### src/rtl/cbc_ram.sv
// generic single-port ram with registered read
module cbc_ram #(
	parameter int WIDTH = 8,
	parameter int DEPTH = 512,
	localparam int AW = $clog2(DEPTH)
) (
	input  logic             clk,
	input  logic             en,
	input  logic             we,
	input  logic [AW-1:0]    addr,
	input  logic [WIDTH-1:0] wdata,
	output logic [WIDTH-1:0] rdata
);

	logic [WIDTH-1:0] mem [DEPTH];
	logic [WIDTH-1:0] rdata_q;

	always_ff @(posedge clk) begin
		if (en) begin
			if (we) begin
				mem[addr] <= wdata;
			end
			rdata_q <= mem[addr];
		end
	end

	assign rdata = rdata_q;

endmodule

### config.mk
export PLATFORM = sky130hd
export DESIGN_NAME = cbc_ram
export DESIGN_NICKNAME = d
export VERILOG_FILES = /design/src/rtl/cbc_ram.sv
export SDC_FILE = /design/constraint.sdc
export NUM_CORES = 2
export LEC_CHECK = 0
export BUFFER_PORTS_ARGS = -buffer_cell sky130_fd_sc_hd__buf_2
export CORE_UTILIZATION = 45
export CTS_CLUSTER_DIAMETER = 80
export CTS_CLUSTER_SIZE = 12
export DETAILED_ROUTE_END_ITERATION = 10
export PLACE_DENSITY = 0.72
export SKIP_CTS_REPAIR_TIMING = 1
export SYNTH_ARGS = -nofsm -noshare
export SYNTH_HDL_FRONTEND = slang
export SYNTH_SLANG_ARGS = --single-unit
### constraint.sdc
create_clock -name clk -period 5.2 [get_ports clk]
set_clock_uncertainty 0.1 [all_clocks]
set_input_delay 0.52 -clock clk [delete_from_list [all_inputs] [get_ports clk]]
set_output_delay 0.52 -clock clk [all_outputs]
set_load 0.005 [all_outputs]
Yosys cells after proc, flatten, opt, wreduce, memory -nomap -nowiden
Memories as Yosys holds them, arrays and structs flattened. A register that Yosys moved wholly into a read port is not among the register bits.
Cells that the tools add are included.
{"block": "word_totals", "word_cells": 4, "n_memories": 1, "regBits": 0, "ramBits": 4096, "mem_bits_ro": 0, "in_bits": 20, "out_inout_bits": 8, "latchBits": 0}
{"block": "classes", "bitwise": 0, "n_shift": 0, "muxes": 3, "eq_ne": 0, "div_mod_pow": 0, "n_mul": 0, "n_addsub": 0, "reduce_logical": 0, "order_cmp": 0}
{"memory": "mem", "depth": 512, "word_bits": 8, "read_ports": 1, "rd_ports_with_merged_regs": 1, "wr": 1, "line": "15", "source": "logic [WIDTH-1:0] mem [DEPTH];"}
{"op": "$mux 1", "count": 3}

Longest topological paths before layout
{"block": "logic_depth", "ltp_word": 3, "mapped_depth": 14, "depth_no_buf": 7}

Worst setup path after synthesis
OpenSTA, ideal clock, no wires.
{"block": "synth_timing", "path_type": "input -> register", "startpoint": "input port addr[1]", "endpoint": "memory mem[106][0] (enable)", "n_path_buf": 7, "setup_slack_ps": 1899, "t_required_ps": 4730, "arrival_ps": 2830, "setup_time_ps": 370, "stages": 11, "path_cell_list": "buf_2 buf_4 buf_4 buf_2 buf_4 buf_2 inv_1 nor3_1 nand2_1 buf_2 nor2_1"}
{"element": "start, declared", "line": "10", "source": "input logic [AW-1:0] addr,"}
{"element": "end, declared", "line": "15"}
No word-level cell before the write port.

==> results.md <==
* Startpoint types: input port
* Share of layout cells above drive strength 1 at 21.8%
* Mapped cell area at 0.159 sq mm
* Power density over the cells at 364 mW/mm^2
* Remaining DRCs at 0
* Static Leak at 55.0 nW
* Critical path fanouts, max at 23
* Register area share after synthesis at 77.5%
* Final Hold Vio Count at 0
* Root Buffer: clkbuf_16
* Post-synth EDFFs at 4104
* Yosys reg bits at 4104
* Clk sink count at 4104
* Netlist cell types at 65
* Routed vias at 80073
* Predominant post-synthesis flop cell: edfxtp_1
* Power Total at 64.3 mW
* Vias per inst at 6.36
* WL per Instance at 32.4 microns
* Final setup fails at 0
* WL final at 409 mm
* Max H-tree Level at 5
* Global route overflow at 0
* Final hold slack at 0.0102 ns
* Max frequency at 0.209 GHz
* Count leader, synth: edfxtp_1
* CTS tree: yes
* Pre-antenna DRT Iters at 6
* Initial core utilization at 45.3%
* Largest net degree at the start of global routing at 173
* Post-synth net total at 7582
* Worst Max-Slew Pin Slew at 1.57 ns
* Final worst-path cycle share at 91.9%
* Nets at 7869
* GPL Wtd Cong at 0.887
* DR iter-0 viols at 12100
* Endpoint type of the worst setup path: flip-flop
* Rel. slew slack at -5.64%
* Crit path DAT at 5.46 ns
* RSZ-0062 raised after global routing: no
* Core ar. at 0.351 sq mm
* Yosys top cell area share at 77.5%
* Vias in the first global route at 79773
* Peak supply drop at 0.000311 V
* DIE HEIGHT at 596 microns
* Gr usage total at 22.7%
* Synth area leader: edfxtp_1
* Row count at 217
* Die width at 596 microns
* Final TNS setup at 0 ns
* Async set or reset register ratio after synthesis at 0%
* I/O Buffers at 27
* Syn Inst Count at 7562
* Status: finished with violations
* Failing checks: capacitance limit, slew limit
* Layout area overhead at 11.2%
* Worst-Skew Late Latency at 0.99 ns
* HPWL after detailed placement at 251 mm
* Die ar. at 0.356 sq mm
* Commonest cells in the netlist: edfxtp_1 (4104), mux4_2 (862), nor2_1 (591)
* Fill cells at 26832
* First-pass GRT wire length at 582 mm
* Setup CP Type: in -> reg
* Final min period at 4.78 ns
* Initial antenna violation count at 27
* Longest Clk Path Bufs at 4
* Synth top area cells: edfxtp_1 (78%), mux4_2 (12%), mux2i_1 (3.3%)
* Worst EP required at 5.89 ns
* Detail Route Antenna Nets at 0
* Max Cap Viol at 1
* Clock transition at path regs at 0.06 ns
* IO Pins at 28
* Fin util at 50.4%
* Final Max Tran Viols at 2
* HP Class: in -> reg
* Mean Syn Cell Area at 21.0 sq um
* CTS Buf Count at 381
* Yosys warns at 0
## state kept, by name, indices dropped and copies added, names as in the netlist
register	cells
mem	4096
rdata	8
## routing by layer
layer | track usage [%] | share of wire [%]
met1 | 31.1 | 37
met2 | 35.9 | 47
met3 | 4.38 | 11
met4 | 9.26 | 4.6
met5 | 0 | 0.020
## report_power, final
part | internal [mW] | leakage [nW] | switching, mW | total [mW]
registers | 36.4 | 36.9 | 0.0327 | 36.5
logic | 1.10 | 13.2 | 2.08 | 3.18
clock network | 13.1 | 4.96 | 11.5 | 24.6
total | 50.7 | 55.0 | 13.6 | 64.3
## final cells by class
class	count	area (sq um)	area share, %
repair buffers	385	3850	2.18
inverters	6	33.8	0.0191
diodes	11	27.5	0.0156
clock buffers	386	9660	5.47
well taps	4708	5890	3.33
clock inverters	25	478	0.271
flip-flops and latches	4104	123000	69.7
multi-input cells	2971	33500	19.0
## kinds of logic after synthesis
group / Yosys count / share of synthesized area, %
simple gates: 933 / 2.56
flops: 4104 / 77.5
mux: 1399 / 15.6
buf+inv: 487 / 1.50
compound gates: 639 / 2.79
## cells in the final DEF, fill, tap and decap left out, types with 39 or more instances in the layout
cell type,n
nand3_1,57
and3_1,39
a22oi_1,124
nand2_1,83
a221oi_1,40
clkbuf_16,386
nor2_1,586
buf_4,284
mux2i_1,519
buf_12,73
mux4_2,862
o22ai_1,189
edfxtp_1,4104
a21oi_1,52
o21ai_0,64
## final timing paths
| kind | depth (start not counted) | to | slack [ns] | from |
|---|---|---|---|---|
| max | 8 | rdata[6] | 0.42 | addr[5] |
| min | 1 | mem[402][1] | 0.01 | wdata[1] |
| max reg2reg | 8 | rdata[0] | 1.63 | mem[279][0] |
| min reg2reg | 7 | rdata[4] | 0.99 | mem[211][4] |
## through the flow
stage | cell area (sq um) | setup slack (ns) | instances
6_report | 177000 | 0.422 | 12596
5_1_grt | 177000 | 0.701 | 12589
4_1_cts | 177000 | 0.781 | 12582
3_5_place_dp | 166000 | -0.199 | 12171
3_3_place_gp | 166000 | -0.164 | 12171
2_1_floorplan | 159000 | 1.90 | 7562
## critical path, stage by stage
cell	delay [ns]
buf_2	0.67
and2_2	0.83
buf_4	0.27
and2_1	0.71
a22oi_1	0.25
a311oi_1	1.28
a31oi_1	0.61
nand4b_1	0.27
Power figures use the tool's default switching activity.
