$ cat src/rtl/cbc_pkg.sv
// shared types, codes and constants of the cartridge bank controller
package cbc_pkg;

	localparam int ADDR_W        = 16;
	localparam int DATA_W        = 8;
	localparam int ROM_ADDR_W    = 23;
	localparam int ROM_BANK_W    = 9;
	localparam int RAM_BANK_W    = 8;
	localparam int RAM_LIN_W     = 17;
	localparam int CFG_IDX_W     = 2;
	localparam int CFG_DATA_W    = 5;

	localparam int RAM_BYTES_DEF     = 32768;
	localparam int ROM_ADDR_BITS_DEF = 23;

	localparam logic [DATA_W-1:0]     OPEN_BUS     = 8'hFF;
	localparam logic [3:0]            RAM_EN_KEY   = 4'hA;
	localparam logic [RAM_BANK_W-1:0] RTC_BANK_LO  = 8'h08;
	localparam logic [RAM_BANK_W-1:0] RTC_BANK_SEC = 8'h08;
	localparam logic [RAM_BANK_W-1:0] RTC_BANK_MIN = 8'h09;
	localparam logic [RAM_BANK_W-1:0] RTC_BANK_HRS = 8'h0A;
	localparam logic [RAM_BANK_W-1:0] RTC_BANK_DL  = 8'h0B;
	localparam logic [RAM_BANK_W-1:0] RTC_BANK_DH  = 8'h0C;

	typedef enum logic [1:0] {
		REQ_READ  = 2'd0,
		REQ_WRITE = 2'd1,
		REQ_TICK  = 2'd2
	} req_t;

	typedef enum logic [2:0] {
		MAP_NONE = 3'd0,
		MAP_MBC1 = 3'd1,
		MAP_MBC2 = 3'd2,
		MAP_MBC3 = 3'd3,
		MAP_MBC5 = 3'd4
	} mapper_t;

	typedef enum logic [CFG_IDX_W-1:0] {
		CFG_MAPPER   = 2'd0,
		CFG_ROM_LOG2 = 2'd1,
		CFG_RAM_LOG2 = 2'd2,
		CFG_CLOCK    = 2'd3
	} cfg_idx_t;

	typedef enum logic [1:0] {
		SRC_FIXED      = 2'd0,
		SRC_RAM_BYTE   = 2'd1,
		SRC_RAM_NIBBLE = 2'd2
	} rd_src_t;

	typedef enum logic [2:0] {
		RTC_SEC = 3'd0,
		RTC_MIN = 3'd1,
		RTC_HRS = 3'd2,
		RTC_DL  = 3'd3,
		RTC_DH  = 3'd4
	} rtc_sel_t;

	typedef struct packed {
		logic [2:0] mapper_type;
		logic [3:0] rom_banks_log2;
		logic [4:0] ram_size_log2;
		logic       has_clock;
	} cfg_t;

	typedef struct packed {
		logic [5:0] sec;
		logic [5:0] min;
		logic [4:0] hrs;
		logic [7:0] dl;
		logic [7:0] dh;
	} rtc_t;

	typedef struct packed {
		logic              tick;
		logic              latch;
		logic              wr;
		rtc_sel_t          sel;
		logic [DATA_W-1:0] data;
	} rtc_cmd_t;

	typedef struct packed {
		logic en;
		logic we;
	} ram_ctl_t;

	typedef struct packed {
		logic                  fetch;
		logic [ROM_ADDR_W-1:0] rom_address;
		logic [DATA_W-1:0]     data;
		rd_src_t               src;
		logic                  dirty;
	} res_t;

endpackage

$ cat src/rtl/cbc_rtc.sv
// real-time clock: live and latched counters, tick carry chain
module cbc_rtc import cbc_pkg::*; (
	input  logic     clk,
	input  logic     arst_n,
	input  rtc_cmd_t cmd,
	output rtc_t     live,
	output rtc_t     latched
);

	rtc_t live_q, latched_q, live_d, tick_v;
	logic [8:0] day;

	// counters only carry on an exact match, out-of-range values just wrap
	always_comb begin
		tick_v     = live_q;
		day        = {live_q.dh[0], live_q.dl} + 9'd1;
		tick_v.sec = live_q.sec + 6'd1;
		if (tick_v.sec == 6'd60) begin
			tick_v.sec = '0;
			tick_v.min = live_q.min + 6'd1;
			if (tick_v.min == 6'd60) begin
				tick_v.min = '0;
				tick_v.hrs = live_q.hrs + 5'd1;
				if (tick_v.hrs == 5'd24) begin
					tick_v.hrs   = '0;
					tick_v.dl    = day[7:0];
					tick_v.dh[0] = day[8];
					if ({live_q.dh[0], live_q.dl} == 9'h1FF) begin
						tick_v.dh[7] = 1'b1;
					end
				end
			end
		end
	end

	always_comb begin
		live_d = live_q;
		if (cmd.tick) begin
			live_d = tick_v;
		end else if (cmd.wr) begin
			case (cmd.sel)
				RTC_SEC: live_d.sec = cmd.data[5:0];
				RTC_MIN: live_d.min = cmd.data[5:0];
				RTC_HRS: live_d.hrs = cmd.data[4:0];
				RTC_DL:  live_d.dl  = cmd.data;
				RTC_DH:  live_d.dh  = cmd.data & 8'hC1;
				default: live_d = live_q;
			endcase
		end
	end

	always_ff @(posedge clk or negedge arst_n) begin
		if (!arst_n) begin
			live_q    <= '0;
			latched_q <= '0;
		end else begin
			live_q <= live_d;
			if (cmd.latch) begin
				latched_q <= live_q;
			end
		end
	end

	assign live    = live_q;
	assign latched = latched_q;

endmodule

$ cat config.mk
export PLATFORM = sky130hd
export DESIGN_NAME = cbc_rtc
export DESIGN_NICKNAME = d
export VERILOG_FILES = /design/src/rtl/cbc_pkg.sv /design/src/rtl/cbc_rtc.sv
export SDC_FILE = /design/constraint.sdc
export NUM_CORES = 1
export LEC_CHECK = 0
export BUFFER_PORTS_ARGS = -buffer_cell sky130_fd_sc_hd__buf_2
export CORE_ASPECT_RATIO = 0.8
export CORE_UTILIZATION = 56
export DETAILED_ROUTE_END_ITERATION = 16
export PLACE_DENSITY = 0.84
export SYNTH_ARGS = -nofsm -noshare
export SYNTH_HDL_FRONTEND = slang
export SYNTH_SLANG_ARGS = --single-unit
$ cat constraint.sdc
create_clock -name clk -period 4 [get_ports clk]
set_input_delay 0.4 -clock clk [delete_from_list [all_inputs] [get_ports clk]]
set_output_delay 0.4 -clock clk [all_outputs]
set_load 0.02 [all_outputs]
-- After elaboration in Yosys (flattened, before gate mapping)
Cells that the tools add are included.
- reductions and logical operators: 14
- multiplexer cells: 14
- equality and inequality tests: 12
- bitwise gates (word level): 1
- add/subtract/negate cells: 4
- operators with widths (cell ; count):
    two-way mux 33 bit ; 2
    two-way mux 26 bit ; 1
    two-way mux 20 bit ; 1
    two-way mux 8 bit ; 2
    two-way mux 14 bit ; 1
    adder 6 x 1 -> 6 bit, second input constant ; 2
    == test 6 bit, second input constant ; 2
    two-way mux 6 bit ; 2
    nonzero test 2 bit ; 6
    AND reduction 5 bit ; 2
    adder 9 x 1 -> 9 bit, second input constant ; 1
    == test 9 bit, second input constant ; 1
    != test 2 x 1 -> 1 bit, second input constant ; 4
    == test 3 x 2 -> 1 bit, second input constant ; 2
    AND reduction 3 bit ; 2
    AND reduction 6 bit ; 1
    adder 5 x 1 -> 5 bit, second input constant ; 1
    == test 5 bit, second input constant ; 1
    two-way mux 5 bit ; 1
    two-way mux 1 bit ; 4
    AND reduction 4 bit ; 1
    == test 3 x 1 -> 1 bit, second input constant ; 1
    == test 3 bit, second input constant ; 1
    zero test 3 bit ; 1
    other kinds (2) ; 2
- output and inout port bits: 66
- register bits after elaboration: 56
- bits of input ports: 16

-- Longest topological paths before layout
Gate-level depths: netlist of the first run.
- word-level depth: 6
- depth in mapped cells: 9
- depth with buffers taken out: 9

-- Worst setup path after synthesis of the first run
OpenSTA, ideal clock, no wires.
- kind: register to register
- start: reg live_q (netlist bit live[27])
- end: reg live_q (netlist bit live[8])
- cell stages (with the launch flop): 7
- path slack: 1.735 ns
- arrival time: 2.141 ns
- path buffers: 0
- cell sequence: dfrtp_1 > ha_1 > nor2b_1 > nand4_1 > o21ai_0 > nand2_2 > mux2_2
- word-level cells in the longest chain between the ends: 4
- ends and longest elaborated chain (item ; RTL line ; source):
    start, declared ; cbc_rtc.sv:10 ; rtc_t live_q, latched_q, live_d, tick_v;
    start signal, assigned ; cbc_rtc.sv:57 ; live_q <= live_d;
    adder 6 x 1 -> 6 bit ; cbc_rtc.sv:17 ; tick_v.sec = live_q.sec + 6'd1;
    == test 6 bit ; cbc_rtc.sv:18 ; if (tick_v.sec == 6'd60) begin
    != test 2 x 1 -> 1 bit (no source line) ; - ;
    AND reduction 5 bit (no source line) ; - ;
Every way passes these cells.
A chain may end at the register's enable or synchronous reset.

-- Final worst setup path of the first run
- start: reg live_q (netlist bit live[21])
- end: reg live_q (netlist bit live[8])
- word-level cells in the longest chain between the ends: 4
- ends and longest elaborated chain (item ; RTL line ; source):
    adder 6 x 1 -> 6 bit ; cbc_rtc.sv:20 ; tick_v.min = live_q.min + 6'd1;
    == test 6 bit ; cbc_rtc.sv:21 ; if (tick_v.min == 6'd60) begin
    != test 2 x 1 -> 1 bit (no source line) ; - ;
    AND reduction 5 bit (no source line) ; - ;
Every way passes these cells.

==> results of run 1 <==
## metal layers
metal,wire length [um],up-vias,track usage
met5,0,-,0
met4,43,0,0.07328
met3,470,4,0.04709
met2,3008,104,0.3883
met1,3035,1176,0.3597
li1,-,1157,-
## power breakdown
group | internal (mW) | total (mW) | switching [mW]
Sequential | 0.680 | 0.806 | 0.126
Combinational | 0.207 | 0.513 | 0.306
Clock | 0.141 | 0.316 | 0.175
Total | 1.03 | 1.64 | 0.607
## cell families after synthesis
group                    share of synthesized area
other                                     0.001276
AND/OR/NAND/NOR                             0.1405
AO/OA/AOI/OAI                               0.1797
adder cells (fa/ha/maj)                    0.02129
buffers and inverters                      0.05324
multiplexers                                0.1239
XOR/XNOR                                  0.002982
flip-flops                                  0.4770
## synth_stat cells (2+ instances only)
master                      instances
sky130_fd_sc_hd__o31a_1             2
sky130_fd_sc_hd__o22ai_1            5
sky130_fd_sc_hd__a32oi_1            3
sky130_fd_sc_hd__nand3b_1           2
sky130_fd_sc_hd__nand3_1           11
sky130_fd_sc_hd__a21oi_1            7
sky130_fd_sc_hd__o2bb2ai_1          5
sky130_fd_sc_hd__nor2_1            19
sky130_fd_sc_hd__ha_1               5
sky130_fd_sc_hd__mux2_2            31
sky130_fd_sc_hd__nor4_1             2
sky130_fd_sc_hd__inv_1             10
sky130_fd_sc_hd__o21a_1             4
sky130_fd_sc_hd__a221o_1            3
sky130_fd_sc_hd__a31oi_1            5
sky130_fd_sc_hd__o21ai_0           18
sky130_fd_sc_hd__and3_1             5
sky130_fd_sc_hd__dfrtp_1           56
sky130_fd_sc_hd__nor2b_1            5
sky130_fd_sc_hd__a22o_1             3
sky130_fd_sc_hd__nand2_1           19
sky130_fd_sc_hd__o211ai_1           6
sky130_fd_sc_hd__buf_4             10
sky130_fd_sc_hd__o31ai_1            3
sky130_fd_sc_hd__nand2b_1           4
sky130_fd_sc_hd__buf_2              2
sky130_fd_sc_hd__a211oi_1           3
sky130_fd_sc_hd__nand4_1            2
sky130_fd_sc_hd__clkbuf_1           8
## sequential cells by signal (all words and copies together), names as in the netlist
name,flops
latched,28
live,28
## metrics by stage
step,cell area [sq um],util
global placement,3301,0.6554
detailed placement,3301,0.6554
global route,3395,0.6740
floorplan,2972,-
finish,3395,0.6740
CTS,3395,0.6740
## final timing paths
path | endpoint | cells past startpoint | start
worst max register to register | live[8] | 6 | live[21]
worst max-delay path | live[8] | 6 | live[21]
min in group clk | live[6] | 2 | cmd[6]
worst min-delay path | latched[12] | 2 | arst_n
max in group asynchronous | latched[18] | 2 | arst_n
worst min register to register | latched[9] | 1 | latched[9]
## layout make-up
cell class | count | area, sq um | share of cell area
tap | 62 | 77.57 | 0.02285
multi-input combinational | 202 | 1414 | 0.4165
sequential | 56 | 1401 | 0.4128
timing repair buffer | 73 | 370.4 | 0.1091
clock inverter | 1 | 7.507 | 0.002212
clock buffer | 7 | 86.33 | 0.02543
inverter | 10 | 37.54 | 0.01106
==> results.ini, run 1 <==
[timing]
drv_slew = 0
timing.final.crit_period_ns = 2.771
setup_violations = 0
slew_headroom = 0.4626
postLayoutSetupSlackWorst_ns = 1.229
setup_tns_ns = 0
period_share = 0.6927
hold_ws_ns = 0.2063
rsz0062_at_grt = no
finClkSkew_ns = 0.01217
worst-slew-pin-transition_ns = 0.7994
report.final.hold_viol_count = 0
max_freq_ghz = 0.3609

[global_route]
first_global_vias = 2179
maximum_number_of_pins_on_one_net_before_global_route_repair = 57
grt_util_all_layers = 0.2505
grt_antenna_before_repair = 0
grt_pass1_wl_um = 10870
grt.overflow.total = 0

[yosys]
post-synth-top-area-fraction = 0.4770
synth-seq-cells = 56
synth_edf_count = 0
synthesis.area_sq_um = 2938
syn-mean-instance-area_sq_um = 10.49
postSynthCellCount = 280
yosysWarningCount = 0
synth_async_sr_flop_share = 1.000
count_of_cell_types_in_the_netlist = 51
ys_top_cells_by_area = sky130_fd_sc_hd__dfrtp_1 48%, sky130_fd_sc_hd__mux2_2 12%, sky130_fd_sc_hd__o21ai_0 3.1%, sky130_fd_sc_hd__buf_4 2.6%, sky130_fd_sc_hd__nand2_1 2.4%
dominantRegCellSynth = sky130_fd_sc_hd__dfrtp_1
synth.yosys.seq_area_share = 0.4770
synth_top_area_cell = sky130_fd_sc_hd__dfrtp_1

[placement]
detailedPlace.worstSlack_ns = 1.284
gpl.final_weighted_congestion = 0.8690
count_of_input_and_output_buffers = 71
dp_hpwl_um = 4629
place_inst = 403

[worst_setup_path]
r2r_setup_slk_ns = 1.23
worstPathCellList = ha_1 -> nor2b_1 -> nand4_1 -> o21ai_0 -> nand2_2 -> mux2_2
endpoint_kind = flop
critical-path-top-delay-family = simple AND/OR/NAND/NOR gates
critical_path.n_buffers_inverters = 0
worst-endpoint-required_ns = 4.19
setup.worst_path.start_class = flop
worst-setup-path-type = flop to flop
delay_of_the_slowest_critical_path_stage_ns = 0.71
crit_fanout = 12
data_arrival_time_of_the_worst_path_ns = 2.96
slowest_stage_cell_crit_path = sky130_fd_sc_hd__o21ai_0

[cts]
post_cts_gate_resize_count = 0
number_of_buffers_created_by_cts = 5
clock_tree.buffer_depth = 2
later_pin_clock_latency_in_the_skew_report_ns = 0.31
htree_levels = 2
post_cts.repair.setup_buffers = 0
clkTransAtPathRegs_ns = 0.09
clock_tree.root_cell = sky130_fd_sc_hd__clkbuf_8
cts_stage_hold_buffer_count = 0
clock_sink_count = 56
cts_tree = done

[route]
detailedRoute.firstIterationViolations = 181
drt_wl_total_um = 6558
detail_route.wl_per_cell_um = 15.96
route.vias.total = 2441
drt.antenna.violating_nets = 0
routed_via_density = 5.939
drt_pre_antenna_iters = 4
residual_drc = 0

[layout]
final.fill_count = 410
layout.cells.most_common_list = 71 x sky130_fd_sc_hd__buf_2, 56 x sky130_fd_sc_hd__dfrtp_1, 31 x sky130_fd_sc_hd__mux2_2
finish.cell_count_without_fillers = 411
fin_nets = 369
mostFrequentLayoutCell = sky130_fd_sc_hd__buf_2
area_growth_pct = 15.55
post_route_cells_drive_above_1_share = 0.3324
antenna_cells_inserted = 0

[floorplan]
core.rowCount = 23
floorplan.die.height_um = 66.79
coreArea_sq_um = 5036
die_area_sq_um = 5542
die-width_um = 82.98
initial_utilization = 0.5834
i_o_pin_cnt = 82

[run_status]
result_of_the_run = finished clean

[worst_hold_path]
min-delay-path-class = input pin to asynchronous set/reset pin

[pwr]
power_density_nw_per_um2 = 481.8
total_power_mw = 1.636
vdd.ir_drop.worst_uv = 354.3
leakage_nw = 1.624

[job]
drv_cap = 0

Power figures use the tool's default switching activity.
==> run 2, diff against run 1 <==
--- a/config.mk
+++ b/config.mk
@@ -5,11 +5,12 @@
 export SDC_FILE = /design/constraint.sdc
 export NUM_CORES = 1
 export LEC_CHECK = 0
+export ABC_AREA = 1
 export BUFFER_PORTS_ARGS = -buffer_cell sky130_fd_sc_hd__buf_2
 export CORE_ASPECT_RATIO = 0.8
-export CORE_UTILIZATION = 56
+export CORE_UTILIZATION = 48
 export DETAILED_ROUTE_END_ITERATION = 16
-export PLACE_DENSITY = 0.84
+export PLACE_DENSITY = 0.76
 export SYNTH_ARGS = -nofsm -noshare
 export SYNTH_HDL_FRONTEND = slang
 export SYNTH_SLANG_ARGS = --single-unit
==> constraint.sdc (replaced) <==
create_clock -name clk -period 2.24 [get_ports clk]
set_input_delay 0.224 -clock clk [delete_from_list [all_inputs] [get_ports clk]]
set_output_delay 0.224 -clock clk [all_outputs]
set_load 0.02 [all_outputs]
==> results.ini, run 2 <==
[yosys]
synth_top_family_by_area = simple AND/OR/NAND/NOR gates
synthTopCellsByCount = 119 x sky130_fd_sc_hd__nand2_1, 56 x sky130_fd_sc_hd__dfrtp_1, 40 x sky130_fd_sc_hd__nor2_1
synth-seq-cells = 56  ; unchanged
post-synth-top-count-cell = sky130_fd_sc_hd__nand2_1
synth_simple_gate_area_frac = 0.3014  ; +0.1609
synth.yosys.seq_area_share = 0.4489  ; -0.02810
dominantRegCellSynth = sky130_fd_sc_hd__dfrtp_1
synth.area.mux_share = 0.04329  ; -0.08065
synthesis.area_sq_um = 3122  ; +6.3%
synthAdderAreaFrac = 0.02004  ; -0.001255
synth_edf_count = 0  ; unchanged
synth_async_sr_flop_share = 1.000  ; unchanged
synth_compound_gate_area_share = 0.06814  ; -0.1116
postSynthCellCount = 399  ; +43%
synth_top_area_cell = sky130_fd_sc_hd__dfrtp_1
yosys.area_share.xor_xnor = 0.02806  ; +0.02507
ys_top_cells_by_area = sky130_fd_sc_hd__dfrtp_1 45%, sky130_fd_sc_hd__nand2_1 14%, sky130_fd_sc_hd__nor2_1 4.8%, sky130_fd_sc_hd__inv_1 4.7%, sky130_fd_sc_hd__nand3_1 4.5%
post-synth-top-area-fraction = 0.4489  ; -0.02810
yosysWarningCount = 0  ; unchanged
syn-mean-instance-area_sq_um = 7.824  ; -25%
count_of_cell_types_in_the_netlist = 30  ; -41%

[worst_setup_path]
delay_of_the_slowest_critical_path_stage_ns = 0.47  ; -0.24 ns
setup.worst_path.start_class = flop
worst-setup-path-type = flop to flop
worst-endpoint-required_ns = 2.49  ; -1.70 ns
data_arrival_time_of_the_worst_path_ns = 2.15  ; -0.81 ns
rr_worst_depth = 12  ; +6
most_frequent_cell_on_the_critical_path = sky130_fd_sc_hd__nand2_1
critical_path.startpoint = live[16]
r2r-end = live[14]
crit_fanout = 8  ; -4
slowest_stage_cell_crit_path = sky130_fd_sc_hd__dfrtp_1
reg2reg_from = live[16]
r2r_setup_slk_ns = 0.34  ; -0.89 ns
endpoint_kind = flop
worstPathCellList = ha_1 -> nand3_1 -> nand2_1 -> nand2_1 -> inv_1 -> nor2_1 -> nand2_1 -> nand2_1 -> inv_1 -> nor2_4 -> nand2_1 -> nand2_1

[floorplan]
floorplan.die.height_um = 74.13  ; +11%
die-width_um = 92.17  ; +11%
i_o_pin_cnt = 82  ; unchanged
core.rowCount = 25  ; +8.7%
initial_utilization = 0.5118  ; -0.07156
die_area_sq_um = 6832  ; +23%
coreArea_sq_um = 6100  ; +21%

[layout]
area_growth_pct = 16.83
ff_latch_area_sq_um = 1401  ; unchanged
post_route_cells_drive_above_1_share = 0.2352  ; -0.09721
postLayoutCoreUtil = 0.5979  ; -0.07609
layout.cells.most_common_list = 119 x sky130_fd_sc_hd__nand2_1, 71 x sky130_fd_sc_hd__buf_2, 56 x sky130_fd_sc_hd__dfrtp_1
mostFrequentLayoutCell = sky130_fd_sc_hd__nand2_1
multi_input_comb_area_sq_um = 1476  ; +4.4%
antenna_cells_inserted = 0  ; unchanged
final.fill_count = 595  ; +45%
fin_nets = 492  ; +33%

[placement]
count_of_input_and_output_buffers = 71  ; unchanged
gpl.final_weighted_congestion = 0.9203  ; +5.9%
dp_hpwl_um = 5380  ; +16%
detailedPlace.worstSlack_ns = 0.3819  ; -0.9025 ns

[cts]
later_pin_clock_latency_in_the_skew_report_ns = 0.31  ; about the same
clock_tree.buffer_depth = 2  ; unchanged
clkTransAtPathRegs_ns = 0.10  ; about the same
number_of_buffers_created_by_cts = 5  ; unchanged
cts_stage_hold_buffer_count = 0  ; unchanged
post_cts_gate_resize_count = 0  ; unchanged
post_cts.repair.setup_buffers = 0  ; unchanged
clock_sink_count = 56  ; unchanged
clock_tree.root_cell = sky130_fd_sc_hd__clkbuf_8
htree_levels = 2  ; unchanged
cts_tree = done

[timing]
postLayoutSetupSlackWorst_ns = 0.3359  ; -0.8935 ns
timing.final.crit_period_ns = 1.904  ; -0.8665 ns
report.final.hold_viol_count = 0  ; unchanged
worst-slew-pin-transition_ns = 0.7171  ; -0.08223 ns
setup_tns_ns = 0  ; unchanged
slew_headroom = 0.5219  ; +0.05925
period_share = 0.8501  ; +0.1574
drv_slew = 0  ; unchanged
setup_violations = 0  ; unchanged
rsz0062_at_grt = no
max_freq_ghz = 0.5252  ; +46%
finClkSkew_ns = 0.008906  ; -0.003262 ns

[global_route]
grt_util_all_layers = 0.2232  ; -0.02729
grt_antenna_before_repair = 0  ; unchanged
grt.overflow.total = 0  ; unchanged
grt_pass1_wl_um = 11890  ; +9.4%
maximum_number_of_pins_on_one_net_before_global_route_repair = 57  ; unchanged
first_global_vias = 2503  ; +15%

[pwr]
vdd.ir_drop.worst_uv = 438.2  ; +24%
total_power_mw = 2.571  ; +57%
power_density_nw_per_um2 = 705.0  ; +46%
leakage_nw = 2.028  ; +25%

[route]
detailedRoute.firstIterationViolations = 226  ; +25%
detail_route.wl_per_cell_um = 13.43  ; -16%
route.vias.total = 2820  ; +16%
routed_via_density = 5.099  ; -14%
residual_drc = 0  ; unchanged
drt_pre_antenna_iters = 5  ; +1
drt_wl_total_um = 7428  ; +13%
drt.antenna.violating_nets = 0  ; unchanged

[run_status]
result_of_the_run = finished clean

[job]
drv_cap = 0  ; unchanged

[worst_hold_path]
min-delay-path-class = input pin to asynchronous set/reset pin

[run 2: cell types whose count changed in the layout (fill, tap and decap cells not counted), sizes merged, moves of 16 or more]
cell | before | now
a21oi | 7 | 23
inv | 10 | 41
mux2 | 32 | 12
nand2 | 20 | 125
nand3 | 11 | 30
nor2 | 19 | 45
[run 2: worst max-delay path: cells and delay by family (launching register included)]
family | cells | cell delay (ns)
DFF | 1 | 0.47
and+or+nand+nor | 9 | 0.95
adders and majority gates | 1 | 0.29
buffers and inverters | 2 | 0.12
[run 2: power breakdown]
group,switching (mW),internal (mW)
Clock,0.335,0.366
Combinational,0.413,0.212
Sequential,0.119,1.13
[run 2: layer usage]
metal / GRT usage / share of wire / vias up
met5: 0 / 0 / -
met2: 0.3657 / 0.45 / 97
met3: 0.03067 / 0.056 / 11
met1: 0.3197 / 0.48 / 1308
li1: - / - / 1404
met4: 0.05035 / 0.0083 / 0
[run 2: worst max-delay path by stage]
| stage | endpoint | slack [ns] | cells after the start |
|---|---|---|---|
| 5_1_grt | live[11] | 0.16 | 9 |
| 3_5_place_dp | live[14] | 0.38 | 12 |
| 3_3_place_gp | live[15] | 0.41 | 12 |
| 4_1_cts | live[14] | 0.34 | 12 |
| 2_1_floorplan | live[7] | 0.46 | 11 |
| 6_report | live[14] | 0.34 | 12 |
[run 2: metrics by stage]
step / cell area [sq um] / hold slack [ns] / cells
3_3_place_gp: 3526 / 0.4051 / 545
2_1_floorplan: 3156 / -0.07159 / 408
3_5_place_dp: 3526 / 0.4187 / 545
4_1_cts: 3647 / 0.07543 / 553
6_report: 3647 / 0.02190 / 553
5_1_grt: 3647 / 0.1191 / 553
[run 2: kinds of logic after synthesis]
group,Yosys count
buffers and inverters,61
adders and majority gates,5
xor gates and xnor gates,10
other,1
muxes,12
DFF,56
AOI/OAI and AO/OA,40
and+or+nand+nor,214
[run 2: final cells by class]
| class | instances | area share |
|---|---|---|
| clock buffer | 6 | 0.02264 |
| clock inverter | 2 | 0.01063 |
| inverter | 41 | 0.04220 |
| multi-input combinational | 291 | 0.4048 |
| sequential | 56 | 0.3842 |
| tap | 81 | 0.02779 |
| timing repair buffer | 76 | 0.1077 |
